## config.mk

```make
export PLATFORM = sky130hd
export DESIGN_NAME = integer_to_radix_digits_unit
export DESIGN_NICKNAME = d
export VERILOG_FILES = /design/src/rtl/itrd_pkg.sv /design/src/rtl/itrd_div.sv /design/src/rtl/integer_to_radix_digits_unit.sv
export SDC_FILE = /design/constraint.sdc
export NUM_CORES = 1
export LEC_CHECK = 0
export ABC_CLOCK_PERIOD_IN_PS = 5300
export BUFFER_PORTS_ARGS = -buffer_cell sky130_fd_sc_hd__buf_2
export CORE_MARGIN = 5
export CORE_UTILIZATION = 37
export DETAILED_ROUTE_END_ITERATION = 7
export HOLD_SLACK_MARGIN = 0.05
export PLACE_DENSITY = 0.6
export SYNTH_ARGS = -nofsm -noshare
export SYNTH_HDL_FRONTEND = slang
export SYNTH_SLANG_ARGS = --single-unit
export TNS_END_PERCENT = 20
```

## constraint.sdc

```tcl
create_clock -name clk -period 5.3 [get_ports clk]
set_clock_uncertainty 0.2 [all_clocks]
set_input_delay 1.06 -clock clk [delete_from_list [all_inputs] [get_ports clk]]
set_output_delay 1.06 -clock clk [all_outputs]
set_load 0.02 [all_outputs]
```

## src/rtl/itrd_pkg.sv

```systemverilog
// Package for the integer to radix digit converter.
// Holds widths, radix limits, control and status structs and the digit encoder.
// Used by itrd_div and integer_to_radix_digits_unit; depends on nothing.
package itrd_pkg;

  localparam int VALUE_WIDTH = 64;
  localparam int BASE_W      = 6;
  localparam int CHAR_W      = 7;
  localparam int CNT_W       = $clog2(VALUE_WIDTH);

  localparam logic [BASE_W-1:0] BASE_MIN = BASE_W'(2);
  localparam logic [BASE_W-1:0] BASE_MAX = BASE_W'(36);
  localparam logic [CHAR_W-1:0] ERR_CHAR = '0;

  typedef enum logic {
    ST_IDLE,
    ST_RUN
  } state_t;

  // Commands from the sequencer to the divider.
  typedef struct packed {
    logic load;   // start on a fresh value and radix
    logic again;  // divide the quotient just produced once more
  } div_ctl_t;

  // Divider status seen by the sequencer.
  typedef struct packed {
    logic              busy;
    logic              done;
    logic              quot_nz;
    logic [BASE_W-1:0] rem;
  } div_st_t;

  // Remainder 0..35 to '0'..'9', 'a'..'z'.
  function automatic logic [CHAR_W-1:0] digit_ascii(input logic [BASE_W-1:0] rem);
    logic [CHAR_W-1:0] r7;
    r7 = CHAR_W'(rem);
    if (rem < BASE_W'(10)) begin
      return CHAR_W'(7'h30) + r7;
    end else begin
      return CHAR_W'(7'h61) + r7 - CHAR_W'(10);
    end
  endfunction

endpackage

```

## src/rtl/itrd_div.sv

```systemverilog
// Bit-serial restoring divider: one quotient bit per cycle by a 6-bit radix.
// Keeps the quotient in place so the next digit can be divided out again.
// Depends on itrd_pkg.
module itrd_div (
  input  logic                             clk,
  input  logic                             rst,
  input  itrd_pkg::div_ctl_t               ctl,
  input  logic [itrd_pkg::VALUE_WIDTH-1:0] value,
  input  logic [itrd_pkg::BASE_W-1:0]      base,
  output itrd_pkg::div_st_t                st
);

  logic [itrd_pkg::VALUE_WIDTH-1:0] quot;
  logic [itrd_pkg::BASE_W-1:0]      rem;
  logic [itrd_pkg::BASE_W-1:0]      base_r;
  logic [itrd_pkg::CNT_W-1:0]       cnt;
  logic                             busy;
  logic                             done;
  logic                             quot_nz;

  logic [itrd_pkg::BASE_W:0]        rem_sh;
  logic [itrd_pkg::BASE_W:0]        rem_sub;
  logic                             ge;

  always_comb begin
    rem_sh  = {rem, quot[itrd_pkg::VALUE_WIDTH-1]};
    ge      = rem_sh >= {1'b0, base_r};
    rem_sub = rem_sh - {1'b0, base_r};
  end

  always_ff @(posedge clk) begin
    if (rst) begin
      busy    <= 1'b0;
      done    <= 1'b0;
      cnt     <= '0;
      quot_nz <= 1'b0;
    end else if (ctl.load || ctl.again) begin
      busy    <= 1'b1;
      done    <= 1'b0;
      cnt     <= '0;
      quot_nz <= 1'b0;
    end else if (busy) begin
      cnt     <= cnt + itrd_pkg::CNT_W'(1);
      quot_nz <= quot_nz | ge;
      if (cnt == itrd_pkg::CNT_W'(itrd_pkg::VALUE_WIDTH - 1)) begin
        busy <= 1'b0;
        done <= 1'b1;
      end
    end
  end

  // When the shifted remainder is below the radix it already fits BASE_W bits.
  always_ff @(posedge clk) begin
    if (ctl.load) begin
      quot   <= value;
      base_r <= base;
      rem    <= '0;
    end else if (ctl.again) begin
      rem <= '0;
    end else if (busy) begin
      quot <= {quot[itrd_pkg::VALUE_WIDTH-2:0], ge};
      rem  <= ge ? rem_sub[itrd_pkg::BASE_W-1:0] : rem_sh[itrd_pkg::BASE_W-1:0];
    end
  end

  assign st.busy    = busy;
  assign st.done    = done;
  assign st.quot_nz = quot_nz;
  assign st.rem     = rem;

endmodule

```

## src/rtl/integer_to_radix_digits_unit.sv

```systemverilog
// Integer to radix digit converter, top level.
// Instantiates itrd_div; depends on itrd_pkg.
//
// Usage: a request on the input channel (in_valid/in_ready) carries a 64-bit
// unsigned value and a 6-bit radix. The block answers with one request per
// digit on the output channel (out_valid/out_ready): lower-case ASCII, least
// significant digit first, last set on the final digit. A value of zero
// gives the single digit '0'. A radix outside 2 to 36 gives one request with
// error and last set and digit_char zero.
// Each digit is divided out bit by bit in the serial divider and then moved
// into the output register. An error result appears in the cycle after its
// request is accepted.
// Items are converted one at a time; the next input request is taken once
// the final digit of the previous one has entered the output register and
// that register is free or being emptied.
// When the receiver stalls, the divider finishes the digit in progress and
// waits with it until the output register frees up.
// Reset clears the sequencer, the divider's busy, done and count state and the output valid.
module integer_to_radix_digits_unit (
  input  logic                             clk,
  input  logic                             rst,
  input  logic                             in_valid,
  output logic                             in_ready,
  input  logic [itrd_pkg::VALUE_WIDTH-1:0] value,
  input  logic [itrd_pkg::BASE_W-1:0]      base,
  output logic                             out_valid,
  input  logic                             out_ready,
  output logic [itrd_pkg::CHAR_W-1:0]      digit_char,
  output logic                             last,
  output logic                             error
);

  itrd_pkg::state_t   state;
  itrd_pkg::state_t   state_next;
  itrd_pkg::div_ctl_t div_ctl;
  itrd_pkg::div_st_t  div_st;

  logic out_free;
  logic base_bad;
  logic load_err;
  logic load_dig;

  itrd_div u_div (
    .clk   (clk),
    .rst   (rst),
    .ctl   (div_ctl),
    .value (value),
    .base  (base),
    .st    (div_st)
  );

  always_ff @(posedge clk) begin
    if (rst) begin
      state <= itrd_pkg::ST_IDLE;
    end else begin
      state <= state_next;
    end
  end

  always_comb begin
    out_free   = !out_valid || out_ready;
    base_bad   = (base < itrd_pkg::BASE_MIN) || (base > itrd_pkg::BASE_MAX);
    in_ready   = (state == itrd_pkg::ST_IDLE) && out_free;
    state_next = state;
    div_ctl    = '0;
    load_err   = 1'b0;
    load_dig   = 1'b0;
    unique case (state)
      itrd_pkg::ST_IDLE: begin
        if (in_valid && in_ready) begin
          if (base_bad) begin
            load_err = 1'b1;
          end else begin
            div_ctl.load = 1'b1;
            state_next   = itrd_pkg::ST_RUN;
          end
        end
      end
      itrd_pkg::ST_RUN: begin
        if (div_st.done && out_free) begin
          load_dig = 1'b1;
          if (div_st.quot_nz) begin
            div_ctl.again = 1'b1;
          end else begin
            state_next = itrd_pkg::ST_IDLE;
          end
        end
      end
      default: begin
        state_next = itrd_pkg::ST_IDLE;
      end
    endcase
  end

  always_ff @(posedge clk) begin
    if (rst) begin
      out_valid <= 1'b0;
    end else if (load_err || load_dig) begin
      out_valid <= 1'b1;
    end else if (out_ready) begin
      out_valid <= 1'b0;
    end
  end

  always_ff @(posedge clk) begin
    if (load_err) begin
      digit_char <= itrd_pkg::ERR_CHAR;
      last       <= 1'b1;
      error      <= 1'b1;
    end else if (load_dig) begin
      digit_char <= itrd_pkg::digit_ascii(div_st.rem);
      last       <= !div_st.quot_nz;
      error      <= 1'b0;
    end
  end

  // An error result is always a lone final result with a zero character.
  a_err_shape: assert property (@(posedge clk) disable iff (rst)
    out_valid && error |-> last && (digit_char == itrd_pkg::ERR_CHAR))
    else $error("error result without last or with a nonzero character");

  // A new request is never taken while the divider is still working.
  a_accept_idle: assert property (@(posedge clk) disable iff (rst)
    in_valid && in_ready |-> !div_st.busy && !div_ctl.again)
    else $error("input request accepted while a conversion is in progress");

  // The final digit returns the sequencer to idle; any other digit restarts the divider.
  a_final_digit: assert property (@(posedge clk) disable iff (rst)
    load_dig |=> (last == (state == itrd_pkg::ST_IDLE)) && (last != div_st.busy))
    else $error("sequencer out of step with the last flag");

endmodule

```

# Yosys cells after proc, flatten, opt, wreduce, memory -nomap -nowiden
# Index checks and enable logic that the tools add are counted.
[word_totals]
input_bits = 74
word_cells = 63
regBits = 96
[op_classes]
magnitude_cmp = 4
mux = 23
n_addsub = 5
n_reduce_logical = 15
eq_ne = 2
n_bitwise = 2
[op_table]
columns = ["op", "n"]
rows = [
  ["64-bit two-way mux", 3],
  ["1-bit two-way mux", 17],
  ["6-bit by 6-bit adder with 7-bit output (first input constant)", 1],
  ["7-bit by 6-bit adder with 7-bit output (first input constant)", 1],
  ["7-bit by 6-bit >= comparator with 1-bit output", 1],
  ["7-bit two-way mux", 1],
  ["7-bit by 4-bit subtractor with 7-bit output (second input constant)", 1],
  ["6-bit by 1-bit adder with 6-bit output (second input constant)", 1],
  ["6-bit == test (second input constant)", 1],
  ["6-bit greater-than comparator (second input constant)", 1],
  ["6-bit by 2-bit less-than comparator with 1-bit output (second input constant)", 1],
  ["6-bit by 4-bit less-than comparator with 1-bit output (second input constant)", 1],
  ["6-bit two-way mux", 1],
  ["6-bit subtractor", 1],
  ["1-bit logical OR", 4],
  ["2-bit AND reduction", 2],
  ["2-bit nonzero test", 2],
  ["2-bit OR reduction", 2],
  ["1-bit logical AND", 3],
  ["1-bit zero test", 2],
  ["2-bit by 1-bit inequality test with 1-bit output (second input constant)", 1],
  ["1-bit one-hot mux with 2 select lines", 1],
  ["1-bit inverter", 1],
  ["1-bit bitwise OR", 1],
]

# Longest topological paths before layout
[logic_depth]
word_depth = 8
mapped_depth = 9

# Cells and area by module
# A second synthesis with hierarchy kept.
[unflattened]
hier_cells = 342
area_unflattened_um2 = 4520.6
[by_module_without_submodules]
columns = ["mod", "cells_per_inst", "instances", "area_each_um2", "seq_area_each_um2"]
rows = [
  ["itrd_div", 256, 1, 3829.9, 2402.3],
  ["integer_to_radix_digits_unit", 86, 1, 690.7, 220.2],
]

# Least setup slack after synthesis
# No wires, ideal clock.
[synth_path]
path_type = "in2reg"
start = "input port out_ready"
end = "register u_div.quot[0] (netlist name), enable pin"
path_buffers = 1
setup_time_ns = 0.421
path_stages = 5
slack_ns = 1.412
arrival_ns = 3.267
path_cell_list = "nand2b_1 -> nand3b_1 -> a211oi_4 -> buf_4 -> a21o_1"
[synth_rtl]
columns = ["element", "line_no", "text"]
rows = [
  ["from (decl)", "integer_to_radix_digits_unit.sv:27", "input logic out_ready,"],
  ["to (signal assigned)", "itrd_div.sv:55", "quot <= value;"],
  ["to (signal assigned)", "itrd_div.sv:61", "quot <= {quot[itrd_pkg::VALUE_WIDTH-2:0], ge};"],
  ["to (decl)", "itrd_div.sv:13", "logic [itrd_pkg::VALUE_WIDTH-1:0] quot;"],
]

# Final worst setup path
[layout_path]
start = "input port out_ready"
end = "register u_div.quot[60] (netlist name), data pin"
[layout_via]
elab_chain_len = 6
[layout_rtl]
columns = ["element", "line_no", "text"]
rows = [
  ["1-bit logical OR", "integer_to_radix_digits_unit.sv:61", "out_free = !out_valid || out_ready;"],
  ["1-bit logical AND", "integer_to_radix_digits_unit.sv:63", "in_ready = (state == itrd_pkg::ST_IDLE) && out_free;"],
  ["1-bit logical AND", "integer_to_radix_digits_unit.sv:70", "if (in_valid && in_ready) begin"],
  ["1-bit two-way mux", "integer_to_radix_digits_unit.sv:70", ""],
  ["1-bit two-way mux", "integer_to_radix_digits_unit.sv:68", "unique case (state)"],
  ["64-bit two-way mux", "itrd_div.sv:54", "if (ctl.load) begin"],
]
# Every way passes these cells.
# A chain may end at the register's enable or synchronous reset.

==> out/qor.tcl <==
set qor(run_status) {finished clean}
set qor(post-synth-top-count-cell) {sky130_fd_sc_hd__edfxtp_1}
set qor(synth-edff-count) 70
set qor(worst_hold_slack_ps) 248
set qor(grt_pass1_wl_mm) 13.6
set qor(nNetsFinal) 503
set qor(post-cts-setup-buffer-count) 0
set qor(floorplan.die.width_um) 121
set qor(drt-met1-wl_mm) 3.91
set qor(clock_insertion_delay_worst_skew_ps) 340
set qor(grt_max_degree) 74
set qor(cts-root-buf) {sky130_fd_sc_hd__clkbuf_16}
set qor(cts_hold_buffers) 0
set qor(numPortBuffers) 84
set qor(wl_per_cell_um) 14.4
set qor(post_synth_inst_count) 331
set qor(ctsResizeCount) 0
set qor(synth-warning-count) 0
set qor(kind_of_end_point_of_the_critical_path) {flip-flop}
set qor(post-route-min-period_ps) 3220
set qor(postSynthNetCount) 418
set qor(fill_cells) 1118
set qor(ys_seq_area_share_pct) 57.6
set qor(cell_type_with_the_highest_aggregate_area_in_the_netlist) {sky130_fd_sc_hd__edfxtp_1}
set qor(post-place-ws_ps) 1710
set qor(groute.usage.overall_pct) 11.9
set qor(final_util_pct) 45.0
set qor(gp_congestion) 0.731
set qor(placement_stage_cell_area_um2) 5110
set qor(cts-root-to-sink-buffers) 2
set qor(worst_slew_margin_rel_pct) 33.2
set qor(detail_route.iter0.violations) 106
set qor(drt_drc_violations_left) 0
set qor(postSynth.asyncResetShare_pct) 0
set qor(die_height_um) 121
set qor(row_count) 40
set qor(holdCritStartpoint) {error$_SDFFE_PP1P_}
set qor(path_clk_slew_ps) 70
set qor(drt-vias-per-instance) 4.71
set qor(layout.area.seq_um2) 2620
set qor(worst-r2r-cell-count) 5
set qor(worstReg2RegEnd) {u_div.quot[60]$_DFFE_PP_}
set qor(category_of_the_critical_setup_timing_path) {in2reg}
set qor(finish.instance_area_um2) 5420
set qor(detailed_place_hpwl_mm) 6.11
set qor(start_kind) {primary input}
set qor(required_ps) 5190
set qor(number_of_antenna_violating_nets_in_the_routed_design) 0
set qor(timing.final.setup_violations) 0
set qor(met3RoutedLength_um) 710
set qor(postSynthAreaPerCell_um2) 13.8
set qor(worstMarginPinSlew_ps) 1000
set qor(netlist.area_leader.share_pct) 46.1
set qor(final_setup_tns_ps) 0
set qor(dr_wl_met2_mm) 3.74
set qor(crit_fanout) 73
set qor(synth_common_cells) {sky130_fd_sc_hd__edfxtp_1, sky130_fd_sc_hd__mux2_2, sky130_fd_sc_hd__dfxtp_1}
set qor(netlist-cell-type-count) 45
set qor(yosys-top-cells-area) {sky130_fd_sc_hd__edfxtp_1, sky130_fd_sc_hd__dfxtp_1, sky130_fd_sc_hd__mux2_2}
set qor(grt_setup_unrepaired) {no}
set qor(hold_path_class) {reg2reg}
set qor(timing.fmax_ghz) 0.311
set qor(ir_worst_vdd_mv) 0.263
set qor(vias_in_the_first_global_route) 2747
set qor(top_level_ports) 85
set qor(worst_hold_path.endpoint) {error$_SDFFE_PP1P_}
set qor(detail_route.first_pass.iterations) 4
set qor(power_leakage_nw) 2.08
set qor(finalHoldViolCount) 0
set qor(die_area_um2) 14600
set qor(layout-drive-gt1-share_pct) 40.1
set qor(drt_wl_total_mm) 8.54
set qor(area_growth_pct) 19.0
set qor(syn-cell-area_um2) 4560
set qor(synth_flop_cell) {sky130_fd_sc_hd__edfxtp_1}
set qor(number_of_pins_with_negative_max_slew_slack_in_the_final_report) 0
set qor(htree_levels) 3
set qor(p_per_area_nw_per_um2) 384
set qor(worst_path_arrival_time_ps) 3110
set qor(fin_crit_sh_pct) 60.7
set qor(multi_input_area_um2) 1780
set qor(timing.reg2reg.setup_slack_ps) 2600
set qor(max_cap_viol_count) 0
set qor(route.vias.total) 2781
set qor(crit-reg2reg-launch) {out_valid$_SDFFE_PP0P_}
set qor(numCtsBuffers) 9
set qor(postSynthRegisterBits) 96
set qor(area_of_the_core_um2) 12100
set qor(grt.overflow.total) 0
set qor(final.setup.worst_slack_ps) 2080
set qor(cts_tree) {built}
set qor(hold_path_depth) 1
set qor(clock_sinks) 96
set qor(highest-signal-layer) {met5}
set qor(antenna_violations_before_repair) 6
set qor(initial_core_util_pct) 37.8
==> metal layers <==
layer / vias up / global-route usage (%)
met5: - / 0
met4: 8 / 4.25
met3: 20 / 6.01
met2: 69 / 17.4
met1: 1276 / 15.2
li1: 1408 / -
==> placed cells by master (no fill, tap or decap), types with 2 or more instances in the layout <==
cell	count
sky130_fd_sc_hd__ha_1	12
sky130_fd_sc_hd__inv_1	16
sky130_fd_sc_hd__nor2_1	14
sky130_fd_sc_hd__dfxtp_1	26
sky130_fd_sc_hd__edfxtp_1	70
sky130_fd_sc_hd__a21o_1	2
sky130_fd_sc_hd__o21ai_1	3
sky130_fd_sc_hd__a21oi_1	18
sky130_fd_sc_hd__xnor2_1	8
sky130_fd_sc_hd__clkbuf_16	9
sky130_fd_sc_hd__mux2_4	20
sky130_fd_sc_hd__a31oi_1	3
sky130_fd_sc_hd__mux2i_1	5
sky130_fd_sc_hd__o211ai_1	2
sky130_fd_sc_hd__nand4_1	2
sky130_fd_sc_hd__nand2b_1	4
sky130_fd_sc_hd__diode_2	2
sky130_fd_sc_hd__mux2_2	39
sky130_fd_sc_hd__buf_2	84
sky130_fd_sc_hd__a211oi_1	6
sky130_fd_sc_hd__nor2b_1	3
sky130_fd_sc_hd__o21ai_0	5
sky130_fd_sc_hd__clkinvlp_4	2
sky130_fd_sc_hd__mux2_1	5
sky130_fd_sc_hd__nand2_1	19
sky130_fd_sc_hd__buf_4	3
sky130_fd_sc_hd__xor2_1	4
sky130_fd_sc_hd__nand3_1	6
sky130_fd_sc_hd__nor3_1	9
==> cell families after synthesis <==
group / count (synthesis) / synth area share [%]
buffers and inverters: 29 / 3.43
AOI/OAI and AO/OA: 47 / 7.22
and+or+nand+nor: 65 / 7.17
xor gates and xnor gates: 12 / 2.31
muxes: 69 / 18.6
DFF: 96 / 57.6
adders and majority gates: 13 / 3.74
==> report_power, final <==
part | total (mW) | internal [mW] | leakage (nW) | switching [mW]
clock network | 0.661 | 0.371 | 0.144 | 0.291
registers | 0.976 | 0.921 | 0.881 | 0.0550
logic | 0.444 | 0.222 | 1.06 | 0.222
total | 2.08 | 1.51 | 2.08 | 0.568
==> critical path: stages <==
cell	delay, ps
sky130_fd_sc_hd__buf_2	70
sky130_fd_sc_hd__nand2b_1	190
sky130_fd_sc_hd__nand3b_1	260
sky130_fd_sc_hd__a211oi_4	250
sky130_fd_sc_hd__buf_4	790
sky130_fd_sc_hd__mux2_2	420
==> layout make-up <==
class                           instances  area share (%)
Clock buffer                            9            4.15
Clock inverter                          7            1.45
Tap cell                              168            3.88
Timing Repair Buffer                   87            8.17
Multi-Input combinational cell        206            32.8
Inverter                               16            1.11
Antenna cell                            2          0.0923
Sequential cell                        96            48.4
==> registers in the layout, indices dropped and copies added (netlist names) <==
name           count
state              1
u_div.quot_nz      1
u_div.busy         1
digit_char         7
last               1
u_div.done         1
error              1
u_div.rem          6
u_div.cnt          6
u_div.base_r       6
u_div.quot        64
out_valid          1
==> worst max-delay path by stage <==
stage | startpoint | end | cells after the start
floorplan | out_ready | u_div.quot[0]$_DFFE_PP_ | 5
global placement | out_ready | u_div.quot[20]$_DFFE_PP_ | 6
detailed placement | out_ready | u_div.quot[21]$_DFFE_PP_ | 6
CTS | out_ready | u_div.quot[21]$_DFFE_PP_ | 6
global route | out_ready | u_div.rem[3]$_SDFFE_PP0P_ | 7
finish | out_ready | u_div.quot[60]$_DFFE_PP_ | 6
==> stage by stage <==
stage,std cells,total power [mW]
6_report,591,2.08
4_1_cts,589,2.11
3_5_place_dp,573,1.44
5_1_grt,591,2.19
2_1_floorplan,331,1.34
3_3_place_gp,573,1.43
(Power assumes the default switching activity.)
